**src/rtl/core/todc3a_pkg.sv**
```systemverilog
// Types and constants of the time-of-day clock with three alarms.
`timescale 1ns / 1ps

package todc3a_pkg;

   // operation codes
   localparam logic OP_TICK = 1'b0;
   localparam logic OP_LOAD = 1'b1;

   // counter limits
   localparam logic [6:0] SECONDS_PER_MINUTE = 7'd60;
   localparam logic [6:0] MINUTES_PER_HOUR   = 7'd60;
   localparam logic [5:0] HOURS_PER_DAY      = 6'd24;

   // register indexes
   localparam int unsigned CSR_INDEX_WIDTH = 3;
   localparam logic [CSR_INDEX_WIDTH-1:0] REG_MORNING_HOUR     = 3'd0;
   localparam logic [CSR_INDEX_WIDTH-1:0] REG_MORNING_MINUTE   = 3'd1;
   localparam logic [CSR_INDEX_WIDTH-1:0] REG_AFTERNOON_HOUR   = 3'd2;
   localparam logic [CSR_INDEX_WIDTH-1:0] REG_AFTERNOON_MINUTE = 3'd3;
   localparam logic [CSR_INDEX_WIDTH-1:0] REG_EVENING_HOUR     = 3'd4;
   localparam logic [CSR_INDEX_WIDTH-1:0] REG_EVENING_MINUTE   = 3'd5;
   localparam logic [CSR_INDEX_WIDTH-1:0] REG_SLOT_DRAWER_IDS  = 3'd6;

   localparam int unsigned CSR_DATA_WIDTH = 24;

   // register reset values
   localparam logic [4:0]  RST_MORNING_HOUR     = 5'd7;
   localparam logic [5:0]  RST_MORNING_MINUTE   = 6'd0;
   localparam logic [4:0]  RST_AFTERNOON_HOUR   = 5'd12;
   localparam logic [5:0]  RST_AFTERNOON_MINUTE = 6'd0;
   localparam logic [4:0]  RST_EVENING_HOUR     = 5'd19;
   localparam logic [5:0]  RST_EVENING_MINUTE   = 6'd0;
   localparam logic [23:0] RST_SLOT_DRAWER_IDS  = 24'h020100;

   typedef struct packed {
      logic       operation;
      logic       hold_alarm;
      logic [4:0] load_hour;
      logic [5:0] load_minute;
      logic [5:0] load_second;
   } req_payload_type;

   typedef struct packed {
      logic [4:0] now_hour;
      logic [5:0] now_minute;
      logic [5:0] now_second;
      logic       alarm_active;
      logic [7:0] selected_drawer;
   } rsp_payload_type;

endpackage

```
**src/rtl/core/time_of_day_clock_three_alarms.sv**
```systemverilog
// Top level: time-of-day clock with three daily alarms.
// Latency: a result appears in the cycle after its request transfer (one register stage).
// Throughput: one request per cycle while no result is stalled; the next-time and alarm logic is a single pass.
// Requests are taken while a result waits, as long as that result is being taken.
// Reset (synchronous, high): time 00:00:00, alarm off, drawer 0, alarm registers to defaults.
// No request is taken while reset is high.
`timescale 1ns / 1ps

module time_of_day_clock_three_alarms
   import todc3a_pkg::*;
(
   input  logic                       clock,
   input  logic                       reset,
   // request channel
   input  logic                       req_valid,
   output logic                       req_stall,
   input  req_payload_type            req_data,
   // result channel
   output logic                       rsp_valid,
   input  logic                       rsp_stall,
   output rsp_payload_type            rsp_data,
   // register write channel
   input  logic                       csr_valid,
   output logic                       csr_ready,
   input  logic [CSR_INDEX_WIDTH-1:0] csr_index,
   input  logic [CSR_DATA_WIDTH-1:0]  csr_data
);

   // ---------------------------------------------------------------
   // Alarm registers
   // ---------------------------------------------------------------
   logic [4:0]  morning_hour_ff;
   logic [5:0]  morning_minute_ff;
   logic [4:0]  afternoon_hour_ff;
   logic [5:0]  afternoon_minute_ff;
   logic [4:0]  evening_hour_ff;
   logic [5:0]  evening_minute_ff;
   logic [23:0] slot_drawer_ids_ff;

   // Every write is taken as it is offered, so the port never pushes back.
   assign csr_ready = 1'b1;

   always_ff @(posedge clock) begin
      if (reset) begin
         morning_hour_ff     <= RST_MORNING_HOUR;
         morning_minute_ff   <= RST_MORNING_MINUTE;
         afternoon_hour_ff   <= RST_AFTERNOON_HOUR;
         afternoon_minute_ff <= RST_AFTERNOON_MINUTE;
         evening_hour_ff     <= RST_EVENING_HOUR;
         evening_minute_ff   <= RST_EVENING_MINUTE;
         slot_drawer_ids_ff  <= RST_SLOT_DRAWER_IDS;
      end else if (csr_valid && csr_ready) begin
         case (csr_index)
            REG_MORNING_HOUR:     morning_hour_ff     <= csr_data[4:0];
            REG_MORNING_MINUTE:   morning_minute_ff   <= csr_data[5:0];
            REG_AFTERNOON_HOUR:   afternoon_hour_ff   <= csr_data[4:0];
            REG_AFTERNOON_MINUTE: afternoon_minute_ff <= csr_data[5:0];
            REG_EVENING_HOUR:     evening_hour_ff     <= csr_data[4:0];
            REG_EVENING_MINUTE:   evening_minute_ff   <= csr_data[5:0];
            REG_SLOT_DRAWER_IDS:  slot_drawer_ids_ff  <= csr_data[23:0];
            default: ; // unmapped index: write dropped
         endcase
      end
   end

   // ---------------------------------------------------------------
   // Handshake
   // ---------------------------------------------------------------
   // The result register frees up in the same cycle its contents are
   // taken, so a request can follow every cycle without a bubble.
   logic req_xfer;
   logic rsp_valid_ff;

   assign req_stall = reset | (rsp_valid_ff & rsp_stall);
   assign req_xfer  = req_valid & ~req_stall;

   // ---------------------------------------------------------------
   // Time and alarm state
   // ---------------------------------------------------------------
   logic [5:0] clock_second_ff, clock_second_in;
   logic [5:0] clock_minute_ff, clock_minute_in;
   logic [4:0] clock_hour_ff,   clock_hour_in;
   logic       alarm_flag_ff,   alarm_flag_in;
   logic [7:0] drawer_latch_ff, drawer_latch_in;

   // Increments one bit wider so a loaded value above its limit
   // (e.g. second 63) still carries instead of wrapping first.
   logic [6:0] sec_inc;
   logic [6:0] min_inc;
   logic [5:0] hour_inc;
   logic       sec_carry;
   logic       min_carry;
   logic [5:0] tick_second;
   logic [5:0] tick_minute;
   logic [4:0] tick_hour;
   logic       hit_morning;
   logic       hit_afternoon;
   logic       hit_evening;

   assign sec_inc   = {1'b0, clock_second_ff} + 7'd1;
   assign min_inc   = {1'b0, clock_minute_ff} + 7'd1;
   assign hour_inc  = {1'b0, clock_hour_ff} + 6'd1;
   assign sec_carry = (sec_inc >= SECONDS_PER_MINUTE);
   assign min_carry = sec_carry & (min_inc >= MINUTES_PER_HOUR);

   always_comb begin
      tick_second = sec_carry ? 6'd0 : sec_inc[5:0];

      tick_minute = clock_minute_ff;
      if (sec_carry) begin
         tick_minute = (min_inc >= MINUTES_PER_HOUR) ? 6'd0 : min_inc[5:0];
      end

      tick_hour = clock_hour_ff;
      if (min_carry) begin
         tick_hour = (hour_inc >= HOURS_PER_DAY) ? 5'd0 : hour_inc[4:0];
      end
   end

   // Alarms compare against the time after the advance.
   assign hit_morning   = (tick_hour == morning_hour_ff)   && (tick_minute == morning_minute_ff);
   assign hit_afternoon = (tick_hour == afternoon_hour_ff) &&
                          (tick_minute == afternoon_minute_ff);
   assign hit_evening   = (tick_hour == evening_hour_ff)   && (tick_minute == evening_minute_ff);

   always_comb begin
      clock_second_in = clock_second_ff;
      clock_minute_in = clock_minute_ff;
      clock_hour_in   = clock_hour_ff;
      alarm_flag_in   = alarm_flag_ff;
      drawer_latch_in = drawer_latch_ff;

      case (req_data.operation)
         OP_LOAD: begin
            // Load sets the time only; alarm state is left alone.
            clock_second_in = req_data.load_second;
            clock_minute_in = req_data.load_minute;
            clock_hour_in   = req_data.load_hour;
         end
         OP_TICK: begin
            clock_second_in = tick_second;
            clock_minute_in = tick_minute;
            clock_hour_in   = tick_hour;
            // Priority: morning, afternoon, evening.
            if (hit_morning) begin
               alarm_flag_in   = 1'b1;
               drawer_latch_in = slot_drawer_ids_ff[7:0];
            end else if (hit_afternoon) begin
               alarm_flag_in   = 1'b1;
               drawer_latch_in = slot_drawer_ids_ff[15:8];
            end else if (hit_evening) begin
               alarm_flag_in   = 1'b1;
               drawer_latch_in = slot_drawer_ids_ff[23:16];
            end else if (!req_data.hold_alarm) begin
               alarm_flag_in   = 1'b0;
            end
         end
         default: ;
      endcase
   end

   always_ff @(posedge clock) begin
      if (reset) begin
         clock_second_ff <= '0;
         clock_minute_ff <= '0;
         clock_hour_ff   <= '0;
         alarm_flag_ff   <= 1'b0;
         drawer_latch_ff <= '0;
      end else if (req_xfer) begin
         clock_second_ff <= clock_second_in;
         clock_minute_ff <= clock_minute_in;
         clock_hour_ff   <= clock_hour_in;
         alarm_flag_ff   <= alarm_flag_in;
         drawer_latch_ff <= drawer_latch_in;
      end
   end

   // ---------------------------------------------------------------
   // Result register
   // ---------------------------------------------------------------
   rsp_payload_type rsp_data_ff, rsp_data_in;

   always_comb begin
      rsp_data_in.now_hour        = clock_hour_in;
      rsp_data_in.now_minute      = clock_minute_in;
      rsp_data_in.now_second      = clock_second_in;
      rsp_data_in.alarm_active    = alarm_flag_in;
      rsp_data_in.selected_drawer = drawer_latch_in;
   end

   always_ff @(posedge clock) begin
      if (reset) begin
         rsp_valid_ff <= 1'b0;
      end else if (req_xfer) begin
         rsp_valid_ff <= 1'b1;
      end else if (!rsp_stall) begin
         rsp_valid_ff <= 1'b0;
      end
   end

   // Payload needs no reset; it only loads on a request transfer.
   always_ff @(posedge clock) begin
      if (req_xfer) begin
         rsp_data_ff <= rsp_data_in;
      end
   end

   assign rsp_valid = rsp_valid_ff;
   assign rsp_data  = rsp_data_ff;

endmodule

```
**config.mk**
```make
export PLATFORM = sky130hd
export DESIGN_NAME = time_of_day_clock_three_alarms
export DESIGN_NICKNAME = d
export VERILOG_FILES = /design/src/rtl/core/todc3a_pkg.sv /design/src/rtl/core/time_of_day_clock_three_alarms.sv
export SDC_FILE = /design/constraint.sdc
export NUM_CORES = 1
export LEC_CHECK = 0
export BUFFER_PORTS_ARGS = -buffer_cell sky130_fd_sc_hd__clkbuf_2
export CAP_MARGIN = 20
export CORE_ASPECT_RATIO = 0.6
export CORE_MARGIN = 5
export CORE_UTILIZATION = 46
export DETAILED_ROUTE_END_ITERATION = 10
export PLACE_DENSITY = 0.66
export SLEW_MARGIN = 20
export SYNTH_ARGS = -nofsm -noshare
export SYNTH_HDL_FRONTEND = slang
export SYNTH_SLANG_ARGS = --single-unit
```
**constraint.sdc**
```tcl
create_clock -name clock -period 5 [get_ports clock]
set_clock_uncertainty 0.2 [all_clocks]
set_input_delay 0.25 -clock clock [delete_from_list [all_inputs] [get_ports clock]]
set_output_delay 0.25 -clock clock [all_outputs]
set_load 0.01 [all_outputs]
```
**Word-level counts from Yosys, hierarchy flattened**

Index checks and enable logic that the tools add are counted.

- Bitwise gates (word level): 6
- Reductions and logical operators: 11
- Eq/ne operators: 13
- Multiplexer cells: 19
- $lt $le $gt $ge: 3
- Add/subtract/negate cells: 3

Operators with widths:

| cell | count |
|---|---|
| 8-bit 2-to-1 mux | 4 |
| 6-bit case mux with 2 select lines | 2 |
| 6-bit == test | 3 |
| 6-bit 2-to-1 mux | 3 |
| 5-bit == test | 3 |
| 6-bit by 1-bit adder with 7-bit output, second input constant | 2 |
| 7-bit by 6-bit greater-or-equal comparator with 1-bit output, second input constant | 2 |
| 2-bit AND reduction | 7 |
| 5-bit 2-to-1 mux | 2 |
| 5-bit case mux with 2 select lines | 1 |
| 3-bit == test, second input constant | 3 |
| 1-bit 2-to-1 mux | 7 |
| 5-bit by 1-bit adder with 6-bit output, second input constant | 1 |
| 3-bit by 2-bit == test with 1-bit output, second input constant | 2 |
| 6-bit by 5-bit greater-or-equal comparator with 1-bit output, second input constant | 1 |
| 1-bit AND | 3 |
| 3-bit by 1-bit == test with 1-bit output, second input constant | 1 |
| 1-bit logical AND | 3 |
| 3-bit zero test | 1 |
| 2-bit by 1-bit != test with 1-bit output, second input constant | 1 |
| 1-bit NOT | 2 |
| 1-bit bitwise OR | 1 |

- Input bits: 51
- Word-level logic and storage cells: 73
- Output and inout bits: 29
- Register bits: 110

**Longest topological paths before layout**

- Depth after elaboration: 10
- Mapped depth: 13

**Worst setup path after synthesis**

No wires, ideal clock.

- Path type: register to register
- Start point: register clock_minute_ff[0]
- End point: register rsp_data_ff (netlist bit rsp_data[0]) (data pin)
- Arrival time: 3060 ps
- Setup slack: 1560 ps
- Library setup time: 180 ps
- Cell stages (with the launch flop): 13
- Data required time: 4620 ps
- Path through: dfxtp_1 ha_1 and4bb_1 a221oi_2 buf_4 o2111ai_1 a21boi_0 o22ai_1 a2111oi_2 clkbuf_1 and3_1 nor3_1 a221oi_1

- Word-level cells in the longest chain between the ends: 10

Ends and longest elaborated chain:

| what | RTL line | RTL |
|---|---|---|
| start, declared | time_of_day_clock_three_alarms.sv:81 | `logic [5:0] clock_minute_ff, clock_minute_in;` |
| start signal, assigned | time_of_day_clock_three_alarms.sv:171 | `clock_minute_ff <= clock_minute_in;` |
| 6-bit by 1-bit adder with 7-bit output | time_of_day_clock_three_alarms.sv:101 | `assign min_inc = {1'b0, clock_minute_ff} + 7'd1;` |
| 7-bit by 6-bit greater-or-equal comparator with 1-bit output | time_of_day_clock_three_alarms.sv:104, time_of_day_clock_three_alarms.sv:111 |  |
| 6-bit 2-to-1 mux / 1-bit AND (equally long branches) | time_of_day_clock_three_alarms.sv:111, time_of_day_clock_three_alarms.sv:104 |  |
| 6-bit 2-to-1 mux / 5-bit 2-to-1 mux (equally long branches) | time_of_day_clock_three_alarms.sv:110, time_of_day_clock_three_alarms.sv:115 |  |
| 6-bit == test / 5-bit == test (equally long branches) | time_of_day_clock_three_alarms.sv:124 | `assign hit_evening = (tick_hour == evening_hour_ff) && (tick_minute == evening_minute_ff);` |
| 1-bit logical AND | time_of_day_clock_three_alarms.sv:124 |  |
| 8-bit 2-to-1 mux | time_of_day_clock_three_alarms.sv:151 | `end else if (hit_evening) begin` |
| 8-bit 2-to-1 mux | time_of_day_clock_three_alarms.sv:148 | `end else if (hit_afternoon) begin` |
| 8-bit 2-to-1 mux (*) | time_of_day_clock_three_alarms.sv:145 | `if (hit_morning) begin` |
| 8-bit 2-to-1 mux (*) | time_of_day_clock_three_alarms.sv:133 | `case (req_data.operation)` |
| named net drawer_latch_in[0] | time_of_day_clock_three_alarms.sv:84 | `logic [7:0] drawer_latch_ff, drawer_latch_in;` |
| end signal, assigned | time_of_day_clock_three_alarms.sv:204 | `rsp_data_ff <= rsp_data_in;` |
| end, declared | time_of_day_clock_three_alarms.sv:181 | `rsp_payload_type rsp_data_ff, rsp_data_in;` |

The timed path passes the listed nets; every way through them passes the cells marked *.
A chain may end at the register's enable or synchronous reset.

**Worst setup path in the final report**

- Start point: register clock_minute_ff[1]
- End point: register rsp_data_ff (netlist bit rsp_data[5]) (data pin)

The elaborated chain is that of the path after synthesis.

==> out/qor.yml <==
powerDensity_nw_per_um2: 275
final_max_slew_viol_count: 0
finalSetupTns_ps: 0
maxCapViolations: 0
utilization_pct: 54.3
hp-class: "input pin to flip-flop"
setup_ws_ps: 188
cts-resized-gates: 0
die_width_um: 161
fin_crit_sh_pct: 96.2
grt_pass1_wl_mm: 31.4
grt_util_met3_pct: 6.38
synth_top_cell_area_share_pct: 26.7
cp_max_fo: 15
synth_top_family_by_area: "simple AND/OR/NAND/NOR gates"
cts_tree: "done"
relSlewSlack_pct: 33.4
clockBufferDepth: 2
top_usage_layer: "met1"
antenna_found_initial: 0
grtUsageMet2_pct: 33.3
multi_input_area_um2: 3550
post-synth-top-area-cell: "dfxtp_1"
clock_sinks: 110
grt_pass1_vias: 5507
power_leakage_nw: 2.84
ys_types: 83
r2r_setup_slack_ps: 190
portBuffers: 78
synthSimpleGateAreaFrac_pct: 24.9
synth_compound_area_share_pct: 19.0
yosys_warnings: 0
synth_edf_count: 26
syn2layout_area_growth_pct: 16.7
status: "finished, final reports clean"
root_buffer: "clkbuf_16"
min_period_ps: 4810
dr.pass1.iters: 5
yosysSeqAreaShare_pct: 39.0
avgSynthCellArea_um2: 8.60
worst-setup-path-type: "flip-flop to flip-flop"
mostFrequentLayoutCell: "nand2_1"
synth_xor_area_share_pct: 3.19
critPathLaunch: "clock_minute_ff[1]"
synthTopCellsByArea: "dfxtp_1 (27%), edfxtp_1 (12%), nand2_1 (6.6%)"
endpoint: "rsp_data[5]"
clock.fmax_mhz: 208
ios: 80
async_flop_share_pct: 0
synth_ff_type: "dfxtp_1"
cp_data_arrival_time_ps: 4680
cts_buffers: 9
finalHoldViolations: 0
wl_mm: 20.3
path_clk_slew_ps: 80
cts-htree-levels: 3
grt_max_degree: 60
layout.cells.most_common_list: "nand2_1 (111), dfxtp_1 (84), clkbuf_2 (78)"
yosys_register_bits: 110
worst_setup_path_end_kind: "flip-flop"
synth_nets: 788
r2r_start: "clock_minute_ff[1]"
dieArea_um2: 16200
drc_errors: 0
routedWlPerCell_um: 20.4
dpl_worst_slack_ps: 303
viasPerCell: 6.13
final_cell_area_um2: 7360
synth_cells: 733
fin_nets: 868
core_area_um2: 13500
rr_endpoint: "rsp_data[5]"
worst_pin_slew_ps: 992
cp.required_ps: 4870
reg2regPathDepth: 11
fillers: 1278
place_hpwl_mm: 14.6
routabilityCongestion: 0.945
diodes: 0
clock_latency_ps: 350
placed_area_um2: 6790
start_util_pct: 46.6
rsz0062_at_grt: "no"
drt_iter0_drc: 677
ant_nets: 0
die_h_um: 101
finalSetupViolCount: 0
peakVddDrop_mv: 0.143
std_cell_rows: 33
track_usage_pct: 24.6
vias: 6084
use_met1_pct: 38.8
drive_gt1_share_pct: 17.1
synth-adder-area-share_pct: 0.794
startpoint_type: "flip-flop"
register_area_um2: 2460
syn_area_um2: 6310
synth.area.mux_share_pct: 8.12
grt-ovfl-total: 0
## critical path, cell delays in order (launching register included)
cell	delay [ps]
dfxtp_1	640
ha_1	460
and4bb_1	290
a221o_1	480
a2111oi_0	830
nor3_1	120
o2111a_1	300
and4_1	280
nor4b_4	160
buf_4	210
nor2_2	360
a221oi_1	190
## cell families (layout without fill, tap and decap cells)
logic type | after synthesis | after routing
other cells | 1 | 1
buf+inv | 69 | 154
compound gates | 165 | 165
xor+xnor | 23 | 23
fa+ha+maj | 4 | 4
flops | 110 | 110
simple gates | 311 | 311
mux | 50 | 50
## metal layers
layer	vias up	share of wire [%]
li1	2860	-
met1	2884	50
met2	318	38
met3	22	11
met4	0	1.1
met5	-	0
## flip-flops by register name, summed over array words and instances (netlist names), 6 cells and up
signal,count
afternoon_minute_ff,6
clock_minute_ff,6
clock_second_ff,6
drawer_latch_ff,8
evening_minute_ff,6
morning_minute_ff,6
rsp_data,26
slot_drawer_ids_ff,24
## cell usage after synthesis, types with 6 or more instances
cell type  number
mux2_2          9
mux2i_1        41
nand2b_1        6
nor4_1         25
dfxtp_1        84
nand3_1        26
xnor2_1        13
edfxtp_1       26
and2_1          6
o21ai_0        15
inv_1          23
a21boi_0       11
a221oi_1        9
a31oi_1        10
and3_1         14
nand2_1       111
o31ai_1        15
a211oi_1       12
nor2_1         57
a21o_1          7
xor2_1         10
a21oi_1        37
clkbuf_1       32
nor3_1         28
## worst min path at each step
stage | from | end | cells past startpoint
floorplan | req_valid | rsp_valid | 2
global placement | slot_drawer_ids_ff[22] | slot_drawer_ids_ff[22] | 2
detailed placement | slot_drawer_ids_ff[18] | slot_drawer_ids_ff[18] | 2
CTS | req_data[2] | rsp_data[11] | 3
global route | req_data[11] | rsp_data[20] | 3
finish | req_data[11] | rsp_data[20] | 3
## per-stage QoR
stage	cells	hold WS (ps)	power (W)
2_1_floorplan	733	167	0.00117
3_3_place_gp	951	251	0.00127
3_5_place_dp	951	245	0.00128
4_1_cts	989	1.57	0.00203
5_1_grt	993	22.0	0.00211
6_report	993	11.3	0.00203
## where the power goes
part	switching, W	total [W]	internal (W)	leakage [nW]
Sequential	0.0000386	0.000982	0.000944	0.929
Combinational	0.000178	0.000295	0.000117	1.77
Clock	0.000366	0.000748	0.000382	0.150
Total	0.000583	0.00203	0.00144	2.84
## timing repair
item | in CTS | in global routing
hold buffers | 22 | 0
hold endpoints to repair | 21 | 0
endpoints found under the setup margin | 0 | 8
setup buffers | 0 | 3
## final cells by class
cell class / instances / share of cell area [%]
multi-input cells: 554 / 48.2
inverters: 23 / 1.17
repair buffers: 115 / 9.93
clock buffers: 10 / 3.40
clock inverters: 6 / 0.833
well taps: 175 / 2.98
flip-flops and latches: 110 / 33.5
Power figures use the tool's default switching activity.
